<file path="src/rtl/debounced_timed_power_switch_macros.svh">
// Assertion helpers used by the top-level RTL module.
`ifndef DEBOUNCED_TIMED_POWER_SWITCH_MACROS_SVH
`define DEBOUNCED_TIMED_POWER_SWITCH_MACROS_SVH

// Same-cycle implication, checked out of reset.
`define DTPS_ASSERT_NOW(label, clk, rst_n, ante, cons) \
    label: assert property (@(posedge clk) disable iff (!(rst_n)) (ante) |-> (cons)) \
        else $error("dtps same-cycle check failed");

// Next-cycle implication, checked out of reset.
`define DTPS_ASSERT_NEXT(label, clk, rst_n, ante, cons) \
    label: assert property (@(posedge clk) disable iff (!(rst_n)) (ante) |=> (cons)) \
        else $error("dtps next-cycle check failed");

`endif

</file>
<file path="src/rtl/dtps_pkg.sv">
package dtps_pkg;

    localparam int W_TICK = 10;
    localparam int W_SEC  = 16;
    localparam int W_IDX  = 3;

    // Configuration register indexes
    localparam logic [W_IDX-1:0] CFG_TICKS_PER_SECOND  = 3'd0;
    localparam logic [W_IDX-1:0] CFG_DEBOUNCE_TICKS    = 3'd1;
    localparam logic [W_IDX-1:0] CFG_OFF_AFTER_SECONDS = 3'd2;
    localparam logic [W_IDX-1:0] CFG_CYCLE_SECONDS     = 3'd3;
    localparam logic [W_IDX-1:0] CFG_ON_SECONDS        = 3'd4;

    // Register reset values
    localparam logic [W_TICK-1:0] RST_TICKS_PER_SECOND  = 10'd1000;
    localparam logic [W_TICK-1:0] RST_DEBOUNCE_TICKS    = 10'd50;
    localparam logic [W_SEC-1:0]  RST_OFF_AFTER_SECONDS = 16'd21600;
    localparam logic [W_SEC-1:0]  RST_CYCLE_SECONDS     = 16'd223;
    localparam logic [W_SEC-1:0]  RST_ON_SECONDS        = 16'd60;

    localparam logic [W_TICK-1:0] TICK_MAX = '1;
    localparam logic [W_SEC-1:0]  SEC_MAX  = '1;

    typedef struct packed {
        logic button_pressed;
    } t_tick_item;

    typedef struct packed {
        logic load_on;
        logic led_on;
        logic press_seen;
    } t_result_item;

    typedef struct packed {
        logic [W_IDX-1:0] index;
        logic [W_SEC-1:0] value;
    } t_cfg_write;

endpackage

</file>
<file path="src/rtl/dtps_chan_if.sv">
interface dtps_chan_if #(
    parameter type T = logic
);
    logic valid;
    logic ready;
    T     data;

    modport source (output valid, output data, input ready);
    modport sink   (input valid, input data, output ready);
endinterface

</file>
<file path="src/rtl/debounced_timed_power_switch.sv">
// Channel   Dir  Payload                              Transfer
// i_tick    in   button_pressed                       valid & ready
// o_result  out  load_on, led_on, press_seen          valid & ready
// i_cfg     in   index (3b), value (16b)              valid & ready (ready tied high)
//
// One result per tick, written to the result register from the tick register.
// Sustains one tick transfer per clock: the tick register feeds the state
// update and result register in a single pass, so throughput is set only by
// the result register draining. Synchronous active-low reset clears control
// state but not the data registers, and loads the register defaults. A stalled
// result holds the tick register; state only advances when a result is written.
`include "debounced_timed_power_switch_macros.svh"

module debounced_timed_power_switch (
    input  logic         i_clk,
    input  logic         i_rst_n,
    dtps_chan_if.sink    i_tick,
    dtps_chan_if.source  o_result,
    dtps_chan_if.sink    i_cfg
);

    // Configuration registers
    logic [dtps_pkg::W_TICK-1:0] r_tps;
    logic [dtps_pkg::W_TICK-1:0] r_db_ticks;
    logic [dtps_pkg::W_SEC-1:0]  r_off_sec;
    logic [dtps_pkg::W_SEC-1:0]  r_cycle_sec;
    logic [dtps_pkg::W_SEC-1:0]  r_on_sec;

    // Input and result registers
    logic                   r_in_vld;
    logic                   r_in_level;
    logic                   r_out_vld;
    dtps_pkg::t_result_item r_out;
    dtps_pkg::t_result_item n_out;

    // Timer state
    logic [dtps_pkg::W_TICK-1:0] r_tick;
    logic [dtps_pkg::W_SEC-1:0]  r_elapsed;
    logic [dtps_pkg::W_SEC-1:0]  r_phase;
    logic                        r_led;
    logic                        r_load;
    logic [dtps_pkg::W_TICK-1:0] n_tick;
    logic [dtps_pkg::W_SEC-1:0]  n_elapsed;
    logic [dtps_pkg::W_SEC-1:0]  n_phase;
    logic                        n_led;
    logic                        n_load;

    logic advance;
    logic press;

    // ---------------- config port: always ready, out-of-range index dropped
    assign i_cfg.ready = 1'b1;

    always_ff @(posedge i_clk) begin
        if (!i_rst_n) begin
            r_tps       <= dtps_pkg::RST_TICKS_PER_SECOND;
            r_db_ticks  <= dtps_pkg::RST_DEBOUNCE_TICKS;
            r_off_sec   <= dtps_pkg::RST_OFF_AFTER_SECONDS;
            r_cycle_sec <= dtps_pkg::RST_CYCLE_SECONDS;
            r_on_sec    <= dtps_pkg::RST_ON_SECONDS;
        end else if (i_cfg.valid) begin
            case (i_cfg.data.index)
                dtps_pkg::CFG_TICKS_PER_SECOND: begin
                    r_tps <= i_cfg.data.value[dtps_pkg::W_TICK-1:0];
                end
                dtps_pkg::CFG_DEBOUNCE_TICKS: begin
                    r_db_ticks <= i_cfg.data.value[dtps_pkg::W_TICK-1:0];
                end
                dtps_pkg::CFG_OFF_AFTER_SECONDS: begin
                    r_off_sec <= i_cfg.data.value;
                end
                dtps_pkg::CFG_CYCLE_SECONDS: begin
                    r_cycle_sec <= i_cfg.data.value;
                end
                dtps_pkg::CFG_ON_SECONDS: begin
                    r_on_sec <= i_cfg.data.value;
                end
                default: begin
                end
            endcase
        end
    end

    // ---------------- handshake: tick register -> result register
    // A tick is processed when the result register is empty or draining.
    assign advance      = r_in_vld && (!r_out_vld || o_result.ready);
    assign i_tick.ready = !r_in_vld || advance;

    always_ff @(posedge i_clk) begin
        if (!i_rst_n) begin
            r_in_vld  <= 1'b0;
            r_out_vld <= 1'b0;
        end else begin
            if (i_tick.valid && i_tick.ready) begin
                r_in_vld <= 1'b1;
            end else if (advance) begin
                r_in_vld <= 1'b0;
            end
            if (advance) begin
                r_out_vld <= 1'b1;
            end else if (o_result.ready) begin
                r_out_vld <= 1'b0;
            end
        end
    end

    always_ff @(posedge i_clk) begin
        if (i_tick.valid && i_tick.ready) begin
            r_in_level <= i_tick.data.button_pressed;
        end
        if (advance) begin
            r_out <= n_out;
        end
    end

    assign o_result.valid = r_out_vld;
    assign o_result.data  = r_out;

    // ---------------- debounce
    dtps_debounce u_debounce (
        .i_clk            (i_clk),
        .i_rst_n          (i_rst_n),
        .i_step           (advance),
        .i_level          (r_in_level),
        .i_debounce_ticks (r_db_ticks),
        .o_press          (press)
    );

    // ---------------- tick counter, second event, session timers
    always_comb begin
        logic [dtps_pkg::W_TICK-1:0] tick_inc;
        logic                        sec_evt;
        logic [dtps_pkg::W_SEC:0]    phase_inc;
        logic [dtps_pkg::W_SEC-1:0]  sec_elapsed;
        logic [dtps_pkg::W_SEC-1:0]  sec_phase;

        tick_inc  = r_tick + dtps_pkg::W_TICK'(1);
        // tps of zero or one fires every tick; a count left above tps fires next
        sec_evt   = (tick_inc >= r_tps) || (tick_inc == '0);
        phase_inc = {1'b0, r_phase} + (dtps_pkg::W_SEC + 1)'(1);

        sec_elapsed = r_elapsed;
        sec_phase   = r_phase;
        if (sec_evt) begin
            if (r_elapsed != dtps_pkg::SEC_MAX) begin
                sec_elapsed = r_elapsed + dtps_pkg::W_SEC'(1);
            end
            // wrap phase; cycle of zero acts as one
            if (phase_inc >= {1'b0, r_cycle_sec}) begin
                sec_phase = '0;
            end else begin
                sec_phase = phase_inc[dtps_pkg::W_SEC-1:0];
            end
        end

        n_tick    = sec_evt ? '0 : tick_inc;
        n_elapsed = sec_elapsed;
        n_phase   = sec_phase;
        n_led     = r_led;
        n_load    = r_load;

        if (press) begin
            n_elapsed = '0;
            n_phase   = '0;
            n_led     = 1'b1;
            n_load    = 1'b1;
        end else if (r_led && (sec_elapsed >= r_off_sec)) begin
            n_led  = 1'b0;
            n_load = 1'b0;
        end else if (r_led) begin
            n_load = (sec_phase < r_on_sec);
        end

        n_out.load_on    = n_load;
        n_out.led_on     = n_led;
        n_out.press_seen = press;
    end

    always_ff @(posedge i_clk) begin
        if (!i_rst_n) begin
            r_tick    <= '0;
            r_elapsed <= '0;
            r_phase   <= '0;
            r_led     <= 1'b0;
            r_load    <= 1'b0;
        end else if (advance) begin
            r_tick    <= n_tick;
            r_elapsed <= n_elapsed;
            r_phase   <= n_phase;
            r_led     <= n_led;
            r_load    <= n_load;
        end
    end

    // ---------------- checks
    // load only runs inside an LED session
    `DTPS_ASSERT_NOW(a_load_needs_led, i_clk, i_rst_n, r_load, r_led)
    // a reported press starts a session with the load on
    `DTPS_ASSERT_NEXT(a_press_starts, i_clk, i_rst_n, advance && press,
        r_out_vld && r_out.led_on && r_out.load_on && r_out.press_seen)
    // timers hold while no tick is processed
    `DTPS_ASSERT_NEXT(a_hold_on_stall, i_clk, i_rst_n, !advance,
        $stable(r_tick) && $stable(r_elapsed) && $stable(r_phase))
    // a stalled result is not overwritten
    `DTPS_ASSERT_NOW(a_no_overwrite, i_clk, i_rst_n, r_out_vld && !o_result.ready, !advance)

endmodule

</file>
<file path="src/rtl/dtps_debounce.sv">
// Button debouncer: a changed level must hold for debounce_ticks ticks.
module dtps_debounce (
    input  logic                          i_clk,
    input  logic                          i_rst_n,
    input  logic                          i_step,
    input  logic                          i_level,
    input  logic [dtps_pkg::W_TICK-1:0]   i_debounce_ticks,
    output logic                          o_press
);

    logic                        r_stable;
    logic                        r_active;
    logic [dtps_pkg::W_TICK-1:0] r_count;
    logic                        n_stable;
    logic                        n_active;
    logic [dtps_pkg::W_TICK-1:0] n_count;

    always_comb begin
        logic [dtps_pkg::W_TICK-1:0] cnt_inc;
        cnt_inc  = (r_count == dtps_pkg::TICK_MAX) ? r_count
                                                   : r_count + dtps_pkg::W_TICK'(1);
        n_stable = r_stable;
        n_active = r_active;
        n_count  = r_count;
        o_press  = 1'b0;
        if (i_step) begin
            if (i_level != r_stable) begin
                n_stable = i_level;
                n_count  = '0;
                n_active = 1'b1;
            end else if (r_active) begin
                n_count = cnt_inc;
                if (cnt_inc >= i_debounce_ticks) begin
                    n_active = 1'b0;
                    o_press  = r_stable;
                end
            end
        end
    end

    always_ff @(posedge i_clk) begin
        if (!i_rst_n) begin
            r_stable <= 1'b0;
            r_active <= 1'b0;
            r_count  <= '0;
        end else begin
            r_stable <= n_stable;
            r_active <= n_active;
            r_count  <= n_count;
        end
    end

endmodule

</file>
<file path="src/flat_wrapper.sv">
// flat-port wrapper written by rule: the top's interface ports become plain ports
module debounced_timed_power_switch_flat import dtps_pkg::*;
  (i_clk, i_rst_n, i_tick_valid, i_tick_data, i_tick_ready, o_result_valid, o_result_data, o_result_ready, i_cfg_valid, i_cfg_data, i_cfg_ready);
  dtps_chan_if #(.T(t_tick_item)) i_tick_i ();
  dtps_chan_if #(.T(t_result_item)) o_result_i ();
  dtps_chan_if #(.T(t_cfg_write)) i_cfg_i ();
  input  logic i_clk;
  input  logic i_rst_n;
  input wire logic [$bits(i_tick_i.valid)-1:0] i_tick_valid;
  input wire logic [$bits(i_tick_i.data)-1:0] i_tick_data;
  output wire logic [$bits(i_tick_i.ready)-1:0] i_tick_ready;
  output wire logic [$bits(o_result_i.valid)-1:0] o_result_valid;
  output wire logic [$bits(o_result_i.data)-1:0] o_result_data;
  input wire logic [$bits(o_result_i.ready)-1:0] o_result_ready;
  input wire logic [$bits(i_cfg_i.valid)-1:0] i_cfg_valid;
  input wire logic [$bits(i_cfg_i.data)-1:0] i_cfg_data;
  output wire logic [$bits(i_cfg_i.ready)-1:0] i_cfg_ready;
  assign i_tick_i.valid = i_tick_valid;
  assign i_tick_i.data = i_tick_data;
  assign i_tick_ready = i_tick_i.ready;
  assign o_result_valid = o_result_i.valid;
  assign o_result_data = o_result_i.data;
  assign o_result_i.ready = o_result_ready;
  assign i_cfg_i.valid = i_cfg_valid;
  assign i_cfg_i.data = i_cfg_data;
  assign i_cfg_ready = i_cfg_i.ready;
  debounced_timed_power_switch u_core (.i_clk(i_clk), .i_rst_n(i_rst_n), .i_tick(i_tick_i), .o_result(o_result_i), .i_cfg(i_cfg_i));
endmodule
</file>
<file path="config.mk">
export PLATFORM = sky130hd
export DESIGN_NAME = debounced_timed_power_switch_flat
export DESIGN_NICKNAME = d
export VERILOG_FILES = /design/src/rtl/dtps_pkg.sv /design/src/rtl/dtps_chan_if.sv /design/src/rtl/debounced_timed_power_switch.sv /design/src/rtl/dtps_debounce.sv /design/src/flat_wrapper.sv
export VERILOG_INCLUDE_DIRS = /design/src /design/src/rtl
export SDC_FILE = /design/constraint.sdc
export NUM_CORES = 1
export LEC_CHECK = 0
export BUFFER_PORTS_ARGS = -buffer_cell sky130_fd_sc_hd__buf_2
export CAP_MARGIN = 10
export CELL_PAD_IN_SITES_DETAIL_PLACEMENT = 1
export CELL_PAD_IN_SITES_GLOBAL_PLACEMENT = 2
export CORE_MARGIN = 3
export CORE_UTILIZATION = 37
export DETAILED_ROUTE_END_ITERATION = 8
export GPL_TIMING_DRIVEN = 1
export PLACE_DENSITY = 0.82
export SLEW_MARGIN = 20
export SYNTH_ARGS = -nofsm -noshare
export SYNTH_HDL_FRONTEND = slang
export SYNTH_SLANG_ARGS = --single-unit
export TNS_END_PERCENT = 100
</file>
<file path="constraint.sdc">
create_clock -name i_clk -period 5.9 [get_ports i_clk]
set_clock_uncertainty 0.1 [all_clocks]
set_input_delay 0.295 -clock i_clk [delete_from_list [all_inputs] [get_ports i_clk]]
set_output_delay 0.295 -clock i_clk [all_outputs]
set_load 0.01 [all_outputs]
</file>
==> results.py <==
metrics = {
    "setup_path": {
        "r2r_setup_slack_ns": 0.57,
        "crit_arrival_ns": 5.49,
        "crit_required_ns": 6.06,
        "cpPeakStageDelay_ns": 0.49,
        "critPathCaptureType": "flip-flop",
        "path_class": "flip-flop to flip-flop",
        "crit_chain": "ha_1, nand3_1, nor2_1, and3_1, and3_1, xnor2_1, inv_1, ha_1, nand3_1, a21oi_1, a21oi_1, o211ai_1, buf_4, or2_2, a31oi_1, ha_1, a21o_1, a21o_1, a21oi_1, nor3_1, a2111oi_0, nand2_1, o221ai_1",
        "cp_max_fo": 17,
        "r2r-start": "u_core.r_phase[0]",
        "startpoint": "u_core.r_phase[0]",
        "startpoint_type": "flip-flop",
        "slowest_stage": "dfxtp_1",
    },
    "yosys": {
        "synth_adder_area_share_pct": 11.3,
        "synth_xor_area_share_pct": 4.69,
        "muxShareOfSynthArea_pct": 0.287,
        "synth_top_family_by_area": "simple AND/OR/NAND/NOR gates",
        "syn_avg_cell_area_um2": 7.76,
        "synth_cell_types": 59,
        "ys_seq_area_share_pct": 33.7,
        "synth-simple-area-share_pct": 21.5,
        "synth_compound_area_share_pct": 21.4,
        "synth-main-ff-cell": "dfxtp_1",
        "synth_area_leaders": "dfxtp_1 32%, ha_1 11%, nand2_1 8.4%",
        "synthesis.area_um2": 7850,
        "syn_nets": 1108,
        "synth_cells": 1012,
        "synth.most_common_cell": "nand2_1",
        "yosys.area.top_type": "dfxtp_1",
        "ys_ff_latch": 130,
        "yosysWarnings": 0,
        "synth_top_area_share_pct": 32.1,
        "netlist_top_cells_count": "175 x nand2_1, 126 x dfxtp_1, 90 x a21oi_1, 84 x inv_1, 71 x ha_1",
        "async_flop_share_pct": 0,
        "synth_edf_count": 4,
    },
    "job": {
        "max-cap-violations": 0,
    },
    "power_and_ir_drop": {
        "ir_worst_vdd_mv": 0.179,
        "cellLeakagePower_uw": 0.00362,
        "power.density_nw_per_um2": 241,
    },
    "routing": {
        "drt_first_pass_iters": 4,
        "wl_per_cell_um": 18.5,
        "antenna_left": 0,
        "initialDrtViolationCount": 295,
        "wl_um": 24000,
        "via_per_inst": 5.54,
        "drc": 0,
        "vias": 7211,
    },
    "global_route": {
        "grt_pass1_wl_um": 38500,
        "overflow": 0,
        "grt_max_degree": 71,
        "grtUsageTotal_pct": 21.6,
        "antenna_found_initial": 0,
        "grt_pass1_vias": 7171,
    },
    "sta": {
        "min_period_over_period_pct": 90.4,
        "hold_viol": 0,
        "rsz0062_at_grt": "no",
        "fmax_mhz": 188,
        "setup_slack_ns": 0.569,
        "setup_viol": 0,
        "period_needed_ns": 5.33,
        "tns_ns": 0,
        "relSlewSlack_pct": 39.8,
        "tightest_slew_ns": 0.900,
        "drv_slew": 0,
    },
    "clock_tree": {
        "cts_buffer_depth": 2,
        "ctsHtreeMaxLevel": 4,
        "path_clk_slew_ns": 0.06,
        "cts_sinks": 130,
        "numCtsBuffers": 17,
        "cts_tree": "yes",
        "clk_latency_ns": 0.42,
        "root_buffer": "clkbuf_16",
    },
    "final_layout": {
        "drive_gt1_share_pct": 9.01,
        "syn2layout_area_growth_pct": 13.0,
        "num_antenna_cells": 0,
        "nets": 1116,
        "multiInputGateArea_um2": 4660,
        "fillers": 2565,
        "seq_area_um2": 2640,
    },
    "floorplanning": {
        "fp.coreArea_um2": 20600,
        "dieWidth_um": 152,
        "initial_core_util_pct": 38.2,
        "die_area_um2": 23000,
        "rows": 52,
        "die_h_um": 152,
        "ioPinCount": 31,
    },
    "placed_design": {
        "dpl_worst_slack_ns": 0.372,
        "hpwl_um": 17100,
        "gp_congestion": 0.822,
        "io_buffers": 29,
    },
    "worst_hold_path": {
        "min_from": "i_cfg_data[14]",
        "hold_class": "input pin to flip-flop",
    },
    "status": {
        "status": "finished, final reports clean",
    },
}
## path summary, 6_finish.rpt
kind,end,cells after the start
setup / recovery,u_core.o_result.data[2],23
hold / removal,u_core.r_on_sec[14],3
setup reg to reg,u_core.o_result.data[2],23
hold reg to reg,u_core.r_off_sec[15],2
## cell families (layout without fill, tap and decap cells)
kind of cell | count (synthesis) | in the layout
AND/OR/NAND/NOR | 359 | 359
AO/OA/AOI/OAI | 262 | 262
buffers and inverters | 145 | 165
flip-flops | 130 | 130
adder cells (fa/ha/maj) | 71 | 71
XOR/XNOR | 42 | 42
multiplexers | 2 | 2
other | 1 | 1
## critical path: cells and delay by family, from the launching register on
| family | cells | cell delay (ns) |
|---|---|---|
| AND/OR/NAND/NOR | 8 | 1.61 |
| XOR/XNOR | 1 | 0.14 |
| AO/OA/AOI/OAI | 9 | 1.65 |
| adder cells (fa/ha/maj) | 3 | 0.88 |
| buffers and inverters | 2 | 0.31 |
| flip-flops | 1 | 0.49 |
## per-stage QoR
stage                     power, uW  instances  hold WS [ns]  util (%)  cell area [um2]
after detailed placement       1050       1269         0.350      40.0             8230
after global routing           2220       1302        0.0380      43.2             8870
after global placement         1050       1269         0.342      40.0             8230
after CTS                      2160       1302        0.0378      43.1             8860
final                          2140       1302        0.0524      43.2             8870
after floorplan                 993       1012         0.294         -             7850
## area by class of cell
class	count	share of cell area, %
clock buffers	21	5.54
clock inverters	10	1.35
inverters	86	3.64
multi-input cells	737	52.6
flip-flops and latches	130	29.8
well taps	270	3.81
repair buffers	48	3.30
## cells in the final DEF, fill, tap and decap left out, types with 14 or more instances in the layout
cell / count
a211oi_1: 17
a21oi_1: 88
and3_1: 14
buf_2: 29
buf_4: 17
clkbuf_16: 18
dfxtp_1: 126
ha_1: 71
inv_1: 84
nand2_1: 175
nand3_1: 41
nand4_1: 16
nor2_1: 38
nor3_1: 14
o211ai_1: 33
o21ai_0: 44
xnor2_1: 23
xor2_1: 19
## state kept, by name, summed over array words and instances, names as in the netlist
register	cells
u_core.r_tps	10
u_core.r_in_vld	1
u_core.r_elapsed	16
u_core.o_result.data	3
u_core.r_led	1
u_core.r_off_sec	16
u_core.r_load	1
u_core.r_in_level	1
u_core.r_on_sec	16
u_core.r_tick	10
u_core.u_debounce.r_stable	1
u_core.r_cycle_sec	16
u_core.o_result.valid	1
u_core.r_phase	16
u_core.r_db_ticks	10
u_core.u_debounce.r_count	10
u_core.u_debounce.r_active	1
## routing by layer
metal	track usage (%)	up-vias	share of wire [%]
li1	-	3579	-
met1	30.1	3504	49
met2	35.0	118	46
met3	3.84	10	3.6
met4	4.85	0	0.98
met5	0	-	0
## where the power goes
group / switching [uW] / internal (uW) / total, uW / leakage (uW)
sequential: 8.48 / 899 / 907 / 0.00106
clock: 427 / 683 / 1110 / 0.000294
combinational: 88.8 / 35.6 / 124 / 0.00227
## what timing repair did
item                       4_1_cts  5_1_grt
setup endpoints to repair        0        2
gates resized for setup          0        2
hold buffers                     2        0
setup buffers                    0        0
hold endpoints to repair         2        0
Note: power is estimated with default switching activity, not from simulation.
